==> src/rtl/core/luhn_pkg.sv <==
`default_nettype none

package luhn_pkg;

   // Field widths of the channels.
   localparam int CARD_W  = 63;
   localparam int COUNT_W = 5;
   localparam int CLASS_W = 2;

   // Decimal conversion: the largest card number has nineteen digits.
   localparam int DIGITS         = 19;
   localparam int BCD_W          = 4 * DIGITS;
   localparam int BITS_PER_CYCLE = 4;
   localparam int BIN_W          = ((CARD_W + BITS_PER_CYCLE - 1) / BITS_PER_CYCLE)
                                   * BITS_PER_CYCLE;
   localparam int CONV_STEPS     = BIN_W / BITS_PER_CYCLE;

   // Default depth of the queue between the front and back parts.
   localparam int QUEUE_DEPTH = 2;

   // Arithmetic constants of the check.
   localparam logic [4:0] DIGIT_BASE  = 5'd10;
   localparam logic [4:0] DOUBLE_FOLD = 5'd9;
   localparam logic [3:0] DOUBLE_MIN  = 4'd5;

   // Card classes.
   localparam logic [CLASS_W-1:0] CLASS_INVALID    = 2'd0;
   localparam logic [CLASS_W-1:0] CLASS_AMEX       = 2'd1;
   localparam logic [CLASS_W-1:0] CLASS_VISA       = 2'd2;
   localparam logic [CLASS_W-1:0] CLASS_MASTERCARD = 2'd3;

   // Lengths and leading digits of each class.
   localparam logic [COUNT_W-1:0] AMEX_LEN       = 5'd15;
   localparam logic [COUNT_W-1:0] VISA_LEN_SHORT = 5'd13;
   localparam logic [COUNT_W-1:0] VISA_LEN_LONG  = 5'd16;
   localparam logic [COUNT_W-1:0] MC_LEN         = 5'd16;
   localparam logic [3:0] AMEX_LEAD      = 4'd3;
   localparam logic [3:0] AMEX_NEXT_LO   = 4'd4;
   localparam logic [3:0] AMEX_NEXT_HI   = 4'd7;
   localparam logic [3:0] VISA_LEAD      = 4'd4;
   localparam logic [3:0] MC_LEAD        = 4'd5;
   localparam logic [3:0] MC_NEXT_MIN    = 4'd1;
   localparam logic [3:0] MC_NEXT_MAX    = 4'd5;

   // One queued card number, with its zero flag worked out on entry.
   typedef struct packed {
      logic [CARD_W-1:0] card_number;
      logic              is_zero;
   } entry_type;

endpackage

`default_nettype wire

==> src/rtl/core/luhn_if.sv <==
`default_nettype none

interface luhn_req_if;
   logic                          valid;
   logic                          ready;
   logic [luhn_pkg::CARD_W-1:0]   card_number;

   modport source (output valid, output card_number, input ready);
   modport sink   (input valid, input card_number, output ready);
endinterface

interface luhn_rsp_if;
   logic                          valid;
   logic                          ready;
   logic                          checksum_ok;
   logic [luhn_pkg::COUNT_W-1:0]  digit_count;
   logic [luhn_pkg::CLASS_W-1:0]  card_class;

   modport source (output valid, output checksum_ok, output digit_count,
                   output card_class, input ready);
   modport sink   (input valid, input checksum_ok, input digit_count,
                   input card_class, output ready);
endinterface

`default_nettype wire

==> src/rtl/core/luhn_front.sv <==
`default_nettype none

// Accepts card numbers, flags zero, and holds them in a small queue.
module luhn_front #(
   parameter int QUEUE_DEPTH = luhn_pkg::QUEUE_DEPTH
) (
   input  wire                 clock,
   input  wire                 reset,
   luhn_req_if.sink            req,
   output logic                q_valid,
   output luhn_pkg::entry_type q_entry,
   input  wire                 q_ready
);

   localparam int PTR_W  = (QUEUE_DEPTH > 1) ? $clog2(QUEUE_DEPTH) : 1;
   localparam int FILL_W = $clog2(QUEUE_DEPTH + 1);

   luhn_pkg::entry_type queue_ff [QUEUE_DEPTH];
   logic [PTR_W-1:0]    wr_ptr_ff, wr_ptr_in;
   logic [PTR_W-1:0]    rd_ptr_ff, rd_ptr_in;
   logic [FILL_W-1:0]   fill_ff, fill_in;
   logic                push, pop;

   function automatic logic [PTR_W-1:0] next_ptr(input logic [PTR_W-1:0] p);
      return (p == PTR_W'(QUEUE_DEPTH - 1)) ? '0 : p + PTR_W'(1);
   endfunction

   assign req.ready = (fill_ff != FILL_W'(QUEUE_DEPTH));
   assign push      = req.valid && req.ready;
   assign q_valid   = (fill_ff != '0);
   assign pop       = q_valid && q_ready;
   assign q_entry   = queue_ff[rd_ptr_ff];

   always_comb begin
      wr_ptr_in = push ? next_ptr(wr_ptr_ff) : wr_ptr_ff;
      rd_ptr_in = pop ? next_ptr(rd_ptr_ff) : rd_ptr_ff;
      fill_in   = fill_ff;
      if (push && !pop) begin
         fill_in = fill_ff + FILL_W'(1);
      end else if (pop && !push) begin
         fill_in = fill_ff - FILL_W'(1);
      end
   end

   always_ff @(posedge clock) begin
      if (reset) begin
         wr_ptr_ff <= '0;
         rd_ptr_ff <= '0;
         fill_ff   <= '0;
      end else begin
         wr_ptr_ff <= wr_ptr_in;
         rd_ptr_ff <= rd_ptr_in;
         fill_ff   <= fill_in;
      end
   end

   always_ff @(posedge clock) begin
      if (push) begin
         queue_ff[wr_ptr_ff].card_number <= req.card_number;
         queue_ff[wr_ptr_ff].is_zero     <= (req.card_number == '0);
      end
   end

   a_fill_bound: assert property (@(posedge clock) disable iff (reset)
      fill_ff <= FILL_W'(QUEUE_DEPTH))
      else $error("queue fill beyond its depth");

   a_fill_track: assert property (@(posedge clock) disable iff (reset)
      (push && !pop) |=> (fill_ff == $past(fill_ff) + FILL_W'(1)))
      else $error("queue fill did not follow a lone write");

endmodule

`default_nettype wire

==> src/rtl/core/luhn_back.sv <==
`default_nettype none

// Converts one queued number to decimal, scans its digits and registers the result.
module luhn_back (
   input  wire                      clock,
   input  wire                      reset,
   input  wire                      q_valid,
   input  wire luhn_pkg::entry_type q_entry,
   output logic                     q_ready,
   luhn_rsp_if.source               rsp
);

   localparam int BCD_W   = luhn_pkg::BCD_W;
   localparam int BIN_W   = luhn_pkg::BIN_W;
   localparam int DIGITS  = luhn_pkg::DIGITS;
   localparam int STEP_W  = $clog2(luhn_pkg::CONV_STEPS);
   localparam int COUNT_W = luhn_pkg::COUNT_W;
   localparam int CLASS_W = luhn_pkg::CLASS_W;

   typedef enum logic [1:0] {
      ST_IDLE,
      ST_CONVERT,
      ST_SCAN
   } state_type;

   state_type            state_ff, state_in;
   logic [STEP_W-1:0]    step_ff, step_in;
   logic [BIN_W-1:0]     bin_ff, bin_in;
   logic [BCD_W-1:0]     bcd_ff, bcd_in;
   logic                 par_ff, par_in;
   logic [3:0]           sum_ff, sum_in;
   logic [COUNT_W-1:0]   cnt_ff, cnt_in;
   logic [3:0]           msd_ff, msd_in;
   logic [3:0]           nxt_ff, nxt_in;
   logic                 rsp_valid_ff, rsp_valid_in;
   logic                 rsp_ok_ff, rsp_ok_in;
   logic [COUNT_W-1:0]   rsp_count_ff, rsp_count_in;
   logic [CLASS_W-1:0]   rsp_class_ff, rsp_class_in;

   logic [BCD_W+BIN_W-1:0] dabbled;
   logic [3:0]             digit;
   logic [4:0]             digit_val;
   logic [4:0]             sum_raw;
   logic                   out_free;
   logic [CLASS_W-1:0]     class_code;

   // Several double-dabble steps: add three to each digit of five or more, then shift.
   function automatic logic [BCD_W+BIN_W-1:0] dabble(input logic [BCD_W-1:0] bcd,
                                                      input logic [BIN_W-1:0] bin);
      logic [BCD_W-1:0] b;
      logic [BIN_W-1:0] r;
      b = bcd;
      r = bin;
      for (int s = 0; s < luhn_pkg::BITS_PER_CYCLE; s++) begin
         for (int i = 0; i < DIGITS; i++) begin
            if (b[i*4 +: 4] >= luhn_pkg::DOUBLE_MIN) begin
               b[i*4 +: 4] = b[i*4 +: 4] + 4'd3;
            end
         end
         b = {b[BCD_W-2:0], r[BIN_W-1]};
         r = {r[BIN_W-2:0], 1'b0};
      end
      return {b, r};
   endfunction

   assign dabbled  = dabble(bcd_ff, bin_ff);
   assign digit    = bcd_ff[3:0];
   assign out_free = !rsp_valid_ff || rsp.ready;
   assign q_ready  = (state_ff == ST_IDLE);

   // Every second digit is doubled, folding a double above nine to its digit sum.
   always_comb begin
      if (par_ff) begin
         digit_val = (digit >= luhn_pkg::DOUBLE_MIN)
                   ? ({digit, 1'b0} - luhn_pkg::DOUBLE_FOLD)
                   : {digit, 1'b0};
      end else begin
         digit_val = {1'b0, digit};
      end
      sum_raw = {1'b0, sum_ff} + digit_val;
   end

   always_comb begin
      class_code = luhn_pkg::CLASS_INVALID;
      if (sum_ff == '0) begin
         if (cnt_ff == luhn_pkg::AMEX_LEN && msd_ff == luhn_pkg::AMEX_LEAD &&
             (nxt_ff == luhn_pkg::AMEX_NEXT_LO || nxt_ff == luhn_pkg::AMEX_NEXT_HI)) begin
            class_code = luhn_pkg::CLASS_AMEX;
         end else if ((cnt_ff == luhn_pkg::VISA_LEN_SHORT ||
                        cnt_ff == luhn_pkg::VISA_LEN_LONG) &&
                       msd_ff == luhn_pkg::VISA_LEAD) begin
            class_code = luhn_pkg::CLASS_VISA;
         end else if (cnt_ff == luhn_pkg::MC_LEN && msd_ff == luhn_pkg::MC_LEAD &&
                      nxt_ff >= luhn_pkg::MC_NEXT_MIN &&
                      nxt_ff <= luhn_pkg::MC_NEXT_MAX) begin
            class_code = luhn_pkg::CLASS_MASTERCARD;
         end
      end
   end

   always_comb begin
      state_in     = state_ff;
      step_in      = step_ff;
      bin_in       = bin_ff;
      bcd_in       = bcd_ff;
      par_in       = par_ff;
      sum_in       = sum_ff;
      cnt_in       = cnt_ff;
      msd_in       = msd_ff;
      nxt_in       = nxt_ff;
      rsp_ok_in    = rsp_ok_ff;
      rsp_count_in = rsp_count_ff;
      rsp_class_in = rsp_class_ff;
      rsp_valid_in = rsp.ready ? 1'b0 : rsp_valid_ff;

      unique case (state_ff)
         ST_IDLE: begin
            if (q_valid) begin
               bin_in   = BIN_W'(q_entry.card_number);
               bcd_in   = '0;
               step_in  = '0;
               par_in   = 1'b0;
               sum_in   = '0;
               cnt_in   = '0;
               msd_in   = '0;
               nxt_in   = '0;
               state_in = q_entry.is_zero ? ST_SCAN : ST_CONVERT;
            end
         end
         ST_CONVERT: begin
            bcd_in  = dabbled[BIN_W +: BCD_W];
            bin_in  = dabbled[BIN_W-1:0];
            step_in = step_ff + STEP_W'(1);
            if (step_ff == STEP_W'(luhn_pkg::CONV_STEPS - 1)) begin
               state_in = ST_SCAN;
            end
         end
         ST_SCAN: begin
            if (bcd_ff != '0) begin
               bcd_in = {4'd0, bcd_ff[BCD_W-1:4]};
               par_in = !par_ff;
               sum_in = (sum_raw >= luhn_pkg::DIGIT_BASE)
                      ? 4'(sum_raw - luhn_pkg::DIGIT_BASE)
                      : sum_raw[3:0];
               cnt_in = cnt_ff + COUNT_W'(1);
               nxt_in = msd_ff;
               msd_in = digit;
            end else if (out_free) begin
               rsp_valid_in = 1'b1;
               rsp_ok_in    = (sum_ff == '0);
               rsp_count_in = cnt_ff;
               rsp_class_in = class_code;
               state_in     = ST_IDLE;
            end
         end
         default: begin
            state_in = ST_IDLE;
         end
      endcase
   end

   always_ff @(posedge clock) begin
      if (reset) begin
         state_ff     <= ST_IDLE;
         step_ff      <= '0;
         par_ff       <= 1'b0;
         sum_ff       <= '0;
         cnt_ff       <= '0;
         rsp_valid_ff <= 1'b0;
      end else begin
         state_ff     <= state_in;
         step_ff      <= step_in;
         par_ff       <= par_in;
         sum_ff       <= sum_in;
         cnt_ff       <= cnt_in;
         rsp_valid_ff <= rsp_valid_in;
      end
      bin_ff       <= bin_in;
      bcd_ff       <= bcd_in;
      msd_ff       <= msd_in;
      nxt_ff       <= nxt_in;
      rsp_ok_ff    <= rsp_ok_in;
      rsp_count_ff <= rsp_count_in;
      rsp_class_ff <= rsp_class_in;
   end

   assign rsp.valid       = rsp_valid_ff;
   assign rsp.checksum_ok = rsp_ok_ff;
   assign rsp.digit_count = rsp_count_ff;
   assign rsp.card_class  = rsp_class_ff;

   a_step_idle: assert property (@(posedge clock) disable iff (reset)
      (state_ff != ST_CONVERT) |-> (step_ff == '0))
      else $error("conversion step counter left running outside conversion");

   a_sum_range: assert property (@(posedge clock) disable iff (reset)
      sum_ff < 4'(luhn_pkg::DIGIT_BASE))
      else $error("running digit sum is not reduced modulo ten");

   a_count_range: assert property (@(posedge clock) disable iff (reset)
      cnt_ff <= COUNT_W'(DIGITS))
      else $error("digit count beyond nineteen");

   a_class_valid: assert property (@(posedge clock) disable iff (reset)
      (rsp_valid_ff && rsp_class_ff != luhn_pkg::CLASS_INVALID)
      |-> (rsp_ok_ff && rsp_count_ff >= luhn_pkg::VISA_LEN_SHORT))
      else $error("card class given without a passing checksum and length");

endmodule

`default_nettype wire

==> src/rtl/core/luhn_card_validator.sv <==
`default_nettype none

// Channel   Direction  Payload                                 Transfer when
// req       in         card_number[62:0]                       req.valid && req.ready
// rsp       out        checksum_ok, digit_count[4:0],          rsp.valid && rsp.ready
//                      card_class[1:0]
//
// A card number passes from the queue through the decimal converter and then the digit
// scan to its result; zero skips conversion. The decimal converter takes four bits a cycle
// over 64 bits, and the digit scan reads one digit a cycle. One number is worked at a time.
// Reset is synchronous and clears the queue and all control state; there is no clearing pass.
// The queue takes up to QUEUE_DEPTH numbers while the back part is busy, and the result
// register holds a result until it is taken while the back part begins the next number.
module luhn_card_validator #(
   parameter int QUEUE_DEPTH = luhn_pkg::QUEUE_DEPTH
) (
   input  wire        clock,
   input  wire        reset,
   luhn_req_if.sink   req,
   luhn_rsp_if.source rsp
);

   // Queue handshake between the front and back parts.
   logic                q_valid;
   logic                q_ready;
   luhn_pkg::entry_type q_entry;

   // The front part takes each transfer, marks a zero number so that the back part can
   // skip the conversion, and queues it.
   luhn_front #(
      .QUEUE_DEPTH (QUEUE_DEPTH)
   ) u_front (
      .clock   (clock),
      .reset   (reset),
      .req     (req),
      .q_valid (q_valid),
      .q_entry (q_entry),
      .q_ready (q_ready)
   );

   // The back part converts the number to decimal, walks its digits from the least
   // significant upward to form the Luhn sum, the digit count and the two leading digits,
   // and classifies the card into its result register.
   luhn_back u_back (
      .clock   (clock),
      .reset   (reset),
      .q_valid (q_valid),
      .q_entry (q_entry),
      .q_ready (q_ready),
      .rsp     (rsp)
   );

endmodule

`default_nettype wire
==> src/flat_wrapper.sv <==
// flat-port wrapper written by rule: the top's interface ports become plain ports
module luhn_card_validator_flat 
#(
   parameter int QUEUE_DEPTH = luhn_pkg::QUEUE_DEPTH
)
  (clock, reset, req_valid, req_card_number, req_ready, rsp_valid, rsp_checksum_ok, rsp_digit_count, rsp_card_class, rsp_ready);
  luhn_req_if req_i ();
  luhn_rsp_if rsp_i ();
  input  wire clock;
  input  wire reset;
  input wire logic [$bits(req_i.valid)-1:0] req_valid;
  input wire logic [$bits(req_i.card_number)-1:0] req_card_number;
  output wire logic [$bits(req_i.ready)-1:0] req_ready;
  output wire logic [$bits(rsp_i.valid)-1:0] rsp_valid;
  output wire logic [$bits(rsp_i.checksum_ok)-1:0] rsp_checksum_ok;
  output wire logic [$bits(rsp_i.digit_count)-1:0] rsp_digit_count;
  output wire logic [$bits(rsp_i.card_class)-1:0] rsp_card_class;
  input wire logic [$bits(rsp_i.ready)-1:0] rsp_ready;
  assign req_i.valid = req_valid;
  assign req_i.card_number = req_card_number;
  assign req_ready = req_i.ready;
  assign rsp_valid = rsp_i.valid;
  assign rsp_checksum_ok = rsp_i.checksum_ok;
  assign rsp_digit_count = rsp_i.digit_count;
  assign rsp_card_class = rsp_i.card_class;
  assign rsp_i.ready = rsp_ready;
  luhn_card_validator #(.QUEUE_DEPTH(QUEUE_DEPTH)) u_core (.clock(clock), .reset(reset), .req(req_i), .rsp(rsp_i));
endmodule
==> config.mk <==
export PLATFORM = sky130hd
export DESIGN_NAME = luhn_card_validator_flat
export DESIGN_NICKNAME = d
export VERILOG_FILES = /design/src/rtl/core/luhn_pkg.sv /design/src/rtl/core/luhn_if.sv /design/src/rtl/core/luhn_front.sv /design/src/rtl/core/luhn_back.sv /design/src/rtl/core/luhn_card_validator.sv /design/src/flat_wrapper.sv
export SDC_FILE = /design/constraint.sdc
export NUM_CORES = 1
export LEC_CHECK = 0
export ABC_AREA = 1
export BUFFER_PORTS_ARGS = -buffer_cell sky130_fd_sc_hd__buf_2
export CAP_MARGIN = 20
export CORE_MARGIN = 10
export CORE_UTILIZATION = 40
export DETAILED_ROUTE_END_ITERATION = 8
export GPL_ROUTABILITY_DRIVEN = 0
export PLACE_DENSITY = 0.61
export SETUP_SLACK_MARGIN = 0.3
export SYNTH_ARGS = -nofsm -noshare
export SYNTH_HDL_FRONTEND = slang
export SYNTH_SLANG_ARGS = --single-unit
export TNS_END_PERCENT = 1
==> constraint.sdc <==
create_clock -name clock -period 9.4 [get_ports clock]
set_clock_uncertainty 0.05 [all_clocks]
set_input_delay 0.47 -clock clock [delete_from_list [all_inputs] [get_ports clock]]
set_output_delay 0.47 -clock clock [all_outputs]
set_load 0.02 [all_outputs]
# [Yosys cells after proc, flatten, opt, wreduce, memory -nomap -nowiden]
# Memories as Yosys holds them, arrays and structs flattened. A register that Yosys moved wholly into a read port is not among the register bits.
# Cells that the tools add are included.
[word_totals] reg_bits=177 mem_bits_rw=128 inputBits=67 output_inout_bits=10 elab_cells=352 n_memories=1
[mem_list] name="u_core.u_front.queue_ff" words=2 word_bits=64 read_ports=1 rd_ports_with_merged_regs=1 wr=1 line="luhn_front.sv:18" text="luhn_pkg::entry_type queue_ff [QUEUE_DEPTH];"
[classes] n_addsub=85 n_lt_le_gt_ge=79 eq_ne=17 mux=119 bitwise_logic=2 n_reduce_logical=32
[ops] operator="2-to-1 mux 4 bit" count=77
[ops] operator=">= comparator 4 x 3 -> 1 bit, second input constant" count=76
[ops] operator="adder 4 x 2 -> 4 bit, second input constant" count=72
[ops] operator="one-hot mux 76 bit (3 select lines)" count=1
[ops] operator="2-to-1 mux 76 bit" count=2
[ops] operator="one-hot mux 64 bit (2 select lines)" count=1
[ops] operator="nonzero test 76 bit" count=1
[ops] operator="2-to-1 mux 64 bit" count=1
[ops] operator="logical NOT 63 bit" count=1
[ops] operator="one-hot mux 4 bit (2 select lines)" count=4
[ops] operator="2-to-1 mux 5 bit" count=4
[ops] operator="2-to-1 mux 2 bit" count=9
[ops] operator="equality test 4 x 3 -> 1 bit, second input constant" count=4
[ops] operator="2-to-1 mux 1 bit" count=13
[ops] operator="adder 3 x 2 -> 3 bit, second input constant" count=4
[ops] operator="2-to-1 mux 3 bit" count=4
[ops] operator="!= test 2 bit, second input constant" count=6
[ops] operator="equality test 5 x 4 -> 1 bit, second input constant" count=2
[ops] operator="logical AND 1 bit" count=10
[ops] operator="one-hot mux 5 bit (2 select lines)" count=1
[ops] operator="AND reduction 3 bit" count=3
[ops] operator="nonzero test 2 bit" count=4
[ops] operator="one-hot mux 2 bit (3 select lines)" count=1
[ops] operator="adder 4 x 5 -> 5 bit" count=1
[ops] operator="other kinds (25)" count=32

# [Longest topological paths before layout]
[depth] word_depth=9 depth_mapped=28 mapped_depth_nobuf=28

# [By module]
# From an unflattened synthesis, not the netlist that was laid out.
[hier_totals] cells_unflattened=2607 area_unflattened_um2=21196.6
[modules_own_cells] module="luhn_back" n_inst=1 cells_each=2279 area_per_inst_um2=15904.0 seq_area_each_um2=5024.8
[modules_own_cells] module="luhn_front" n_inst=1 cells_each=328 area_per_inst_um2=5292.6 seq_area_each_um2=3943.8

# [Worst setup path before layout]
# OpenSTA, ideal clock, no wires.
[synth_timing] path_type="reg2reg" from="reg u_core.u_front.fill_ff[0]" to="mem u_core.u_front.queue_ff[1][0] (netlist bit) (enable)" setup_ns=0.488 arrival_ns=3.427 required_ns=8.862 slack_ns=5.435 stages_incl_launch_ff=5 path_buffers=0 period_less_slack_ns=3.965 path_cell_list="dfxtp_1 inv_1 nand2_1 nand2_1 nor2_1"
[synth_via] elab_chain_cells=4
[synth_lines] item="start: declaration" line="luhn_front.sv:21" text="logic [FILL_W-1:0] fill_ff, fill_in;"
[synth_lines] item="start signal: assignment" line="luhn_front.sv:53" text="fill_ff <= fill_in;"
[synth_lines] item="!= test 2 bit" line="luhn_front.sv:28" text="assign req.ready = (fill_ff != FILL_W'(QUEUE_DEPTH));"
[synth_lines] item="named net req_ready" line="flat_wrapper.sv:13" text="output wire logic [$bits(req_i.ready)-1:0] req_ready;"
[synth_lines] item="logical AND 1 bit" line="luhn_front.sv:29" text="assign push = req.valid && req.ready;"
[synth_lines] item="2-to-1 mux 1 bit" line="luhn_front.sv:58" text="if (push) begin"
[synth_lines] item="2-to-1 mux 1 bit (implied by the code)" line="luhn_front.sv:60" text="queue_ff[wr_ptr_ff].is_zero <= (req.card_number == '0);"
[synth_lines] item="end: declaration" line="luhn_front.sv:18"
# The timed path passes the listed nets, and every way through them passes these cells.

# [Worst setup path after layout]
[layout_timing] from="reg u_core.u_back.bcd_ff[68]" to="reg u_core.u_back.bcd_ff[74] (data pin)"
[layout_via] elab_chain_cells=9 word_cells_on_any_way=19 classes_between="6 x add/sub; 6 x order compare; 7 x mux"
[layout_lines] item="start: declaration" line="luhn_back.sv:29" text="logic [BCD_W-1:0] bcd_ff, bcd_in;"
[layout_lines] item="start signal: assignment" line="luhn_back.sv:179" text="bcd_ff <= bcd_in;"
[layout_lines] item="adder 4 x 2 -> 4 bit or >= comparator 4 x 3 -> 1 bit (tied branches)" line="luhn_back.sv:57, luhn_back.sv:56"
[layout_lines] item="2-to-1 mux 4 bit (*)" line="luhn_back.sv:56" text="if (b[i*4 +: 4] >= luhn_pkg::DOUBLE_MIN) begin"
[layout_lines] item="adder 4 x 2 -> 4 bit (tied with other cells)" line="luhn_back.sv:57" text="b[i*4 +: 4] = b[i*4 +: 4] + 4'd3;"
[layout_lines] item="2-to-1 mux 4 bit or 2-to-1 mux 3 bit (tied branches)" line="luhn_back.sv:56"
[layout_lines] item="adder 4 x 2 -> 4 bit (tied with other cells)" line="luhn_back.sv:57"
[layout_lines] item="2-to-1 mux 4 bit or 2-to-1 mux 3 bit (tied branches)" line="luhn_back.sv:56"
[layout_lines] item=">= comparator 4 x 3 -> 1 bit or adder 3 x 2 -> 3 bit (tied branches)" line="luhn_back.sv:56, luhn_back.sv:57"
[layout_lines] item="2-to-1 mux 3 bit (*)" line="luhn_back.sv:56"
[layout_lines] item="one-hot mux 76 bit (3 select lines) (*)" line="luhn_back.sv:116" text="unique case (state_ff)"
[layout_lines] item="named net u_core.u_back.bcd_in[74]" line="luhn_back.sv:29"
# Mark *: on every way through the listed nets, which the timed path passes. The rest lies on a longest branch.
# A chain may end at the register's enable or synchronous reset.

==> out/summary.txt <==
Status - finished clean
Buf+Inv Stages, Crit Path - 8
Fillcell total - 4973
Initial antenna violation count - 6
EDFF count, synth - 284
Row count - 83
Fmax - 0.233 GHz
Post-cts resize count - 0
Max-Cap Viols - 0
Yosys warns - 0
Worst relative slew slack - 29.0%
CP Capture Type - register
DR iter-0 viols - 1091
CP arrival - 4.56 ns
Area of the multi-input gates - 10500 um2
Worst skew pair latency - 0.56 ns
Congestion Overflow GR - 0
First-pass GRT wire length - 79.8 mm
DR pass1 iterations - 5
Worst Path Required - 9.67 ns
Synthesized flop and latch total - 306
Core area - 51500 um2
Mapped Cells - 2522
Commonest non-fill, non-tap cell in the layout - nand2_1
Area Overhead vs Synth - 11.3%
Register area - 8970 um2
Startpoint Class - register
Top FF cell, synth - edfxtp_1
Initial Utilization - 40.5%
Residual DRC - 0
Routed WL - 48.6 mm
I/O pins - 77
Minimum clock period after layout - 4.29 ns
Hold Buf Count CTS - 0
Max stage delay on crit path - 0.40 ns
Die X - 248 um
RSZ-0062 raised after global routing - no
HP Class - in2reg
Netlist Area Pre-Place - 20800 um2
Setup TNS - 0 ns
CP top delay family - simple AND/OR/NAND/NOR gates
Die ar. - 61700 um2
Clk sinks - 306
DP HPWL - 34.5 mm
CTS max path bufs - 3
Slew Viols, Final - 0
CP Max Fanout - 5
Die H - 248 um
Mapped Avg Cell Area - 8.27 um2
Via count - 17100
Seq/Total Area, Yosys - 43.0%
H-tree levels - 2
Vias in the first global route - 16900
# setup viols final - 0
Reg clk slew, reported paths - 0.06 ns
Fraction of layout cells with a size suffix above 1 - 16.3%
Post-CTS Setup Repair Bufs - 0
Mean number of vias per cell - 5.17
Setup CP Type - reg2reg
GRT Util Overall - 15.5%
Worst path most repeated cell - inv_1
Synth Net Count - 2713
Largest net degree at the start of global routing - 77
Num CTS Buffers - 36
Final Hold Viols - 0
Worst Tran Pin Value - 1.06 ns
Nets - 2793
Most frequent cells in the layout - nand2_1, inv_1, edfxtp_1, nand3_1, a21oi_1
TritonCTS clock tree - done
DR WL/cell - 14.7 um
Slowest cell on crit path - edfxtp_1
# port buffers - 76
Synth cell types - 50
Period utilization - 45.7%
Clock Root Buffer - clkbuf_16
FFs w/ async S/R, synth - 0%
Post-DRT Antenna Nets - 0
-- registers in the layout, summed over array words and instances (netlist names), named ones only --
signal and flops:
u_core.u_back.rsp.checksum_ok 1, u_core.u_front.fill_ff 2, u_core.u_back.msd_ff 4, u_core.u_back.bcd_ff 76
u_core.u_front.queue_ff 128, u_core.u_back.bin_ff 64, u_core.u_back.rsp.valid 1, u_core.u_back.par_ff 1
u_core.u_front.rd_ptr_ff 1, u_core.u_front.wr_ptr_ff 1, u_core.u_back.rsp.digit_count 5, u_core.u_back.step_ff 4
u_core.u_back.sum_ff 4, u_core.u_back.rsp.card_class 2, u_core.u_back.state_ff 2, u_core.u_back.cnt_ff 5
u_core.u_back.nxt_ff 4
-- worst paths after layout --
| path | cells past startpoint | endpoint | slack, ns | startpoint |
|---|---|---|---|---|
| worst max-delay path | 26 | u_core.u_back.bcd_ff[74] | 5.11 | u_core.u_back.bcd_ff[68] |
| worst min-delay path | 1 | u_core.u_front.queue_ff[0][9] | 0.07 | req_card_number[8] |
| worst max register to register | 26 | u_core.u_back.bcd_ff[74] | 5.11 | u_core.u_back.bcd_ff[68] |
| worst min register to register | 1 | register | 0.39 | u_core.u_front.rd_ptr_ff |
-- area by class of cell --
class / instances / share of cell area, %
inverters: 333 / 5.39
well taps: 680 / 3.67
diodes: 3 / 0.0323
clock inverters: 18 / 0.997
multi-input cells: 1837 / 45.1
repair buffers: 88 / 2.03
clock buffers: 44 / 4.19
flip-flops and latches: 306 / 38.6
-- stage by stage --
| step | instance area [um2] | std cells | setup slack, ns | hold WS, ns | utilization, % |
|---|---|---|---|---|---|
| 6_report | 23200 | 3309 | 5.11 | 0.0677 | 45.1 |
| 5_1_grt | 23200 | 3307 | 4.69 | 0.0559 | 45.0 |
| 4_1_cts | 23200 | 3305 | 5.14 | 0.0316 | 45.0 |
| 3_5_place_dp | 22000 | 3243 | 5.17 | 0.383 | 42.7 |
| 3_3_place_gp | 22000 | 3243 | 5.41 | 0.377 | 42.7 |
| 2_1_floorplan | 20900 | 2522 | 5.43 | 0.376 | - |
-- synthesized netlist by cell type, types with 15 or more instances --
| master | count | area (um2) |
|---|---|---|
| nand3_2 | 76 | 761 |
| nand4_1 | 108 | 676 |
| edfxtp_1 | 284 | 8530 |
| o21ai_2 | 17 | 149 |
| nand2_1 | 669 | 2510 |
| nor4_1 | 22 | 138 |
| o22ai_1 | 28 | 175 |
| and2_4 | 15 | 131 |
| and2_1 | 20 | 125 |
| nand2_2 | 109 | 682 |
| inv_1 | 317 | 1190 |
| nand3_1 | 190 | 951 |
| clkbuf_1 | 31 | 116 |
| a21oi_1 | 159 | 796 |
| nor2_1 | 129 | 484 |
| o21ai_0 | 44 | 220 |
| ha_1 | 123 | 1540 |
| xor2_1 | 15 | 131 |
| inv_2 | 16 | 60.1 |
| dfxtp_1 | 22 | 440 |
| nand2_4 | 29 | 327 |
-- per-layer routing --
layer	share of wire (%)	global-route usage, %
met1	45	18.9
met3	5.1	2.91
met2	48	27.1
met5	0.068	0
met4	2.4	5.42
-- worst reg2reg max path: stages, from the launching register on --
cell and delay (ns):
edfxtp_1 0.40, inv_1 0.11, ha_1 0.23, inv_1 0.05
nand2_1 0.10, a31oi_1 0.36, inv_1 0.09, ha_1 0.22
inv_1 0.08, o21ai_1 0.07, nand2_1 0.11, xor2_1 0.28
inv_1 0.12, ha_1 0.24, inv_1 0.05, o21ai_0 0.06
nand2_1 0.16, xor2_1 0.27, ha_1 0.21, inv_1 0.06
or2_2 0.28, o211ai_1 0.08, nand2_1 0.09, inv_1 0.10
nand2_1 0.06, nand2_1 0.06, nor2_1 0.04
-- kinds of logic after synthesis --
| family | Yosys count | share of synthesized area (%) |
|---|---|---|
| simple gates | 1394 | 33.5 |
| buf+inv | 379 | 6.92 |
| xor+xnor | 19 | 0.906 |
| fa+ha+maj | 124 | 7.48 |
| compound gates | 300 | 8.18 |
| flops | 306 | 43.0 |
Power is not shown: default switching activity piles up to over one toggle a cycle in this logic, so the estimate is an artifact.
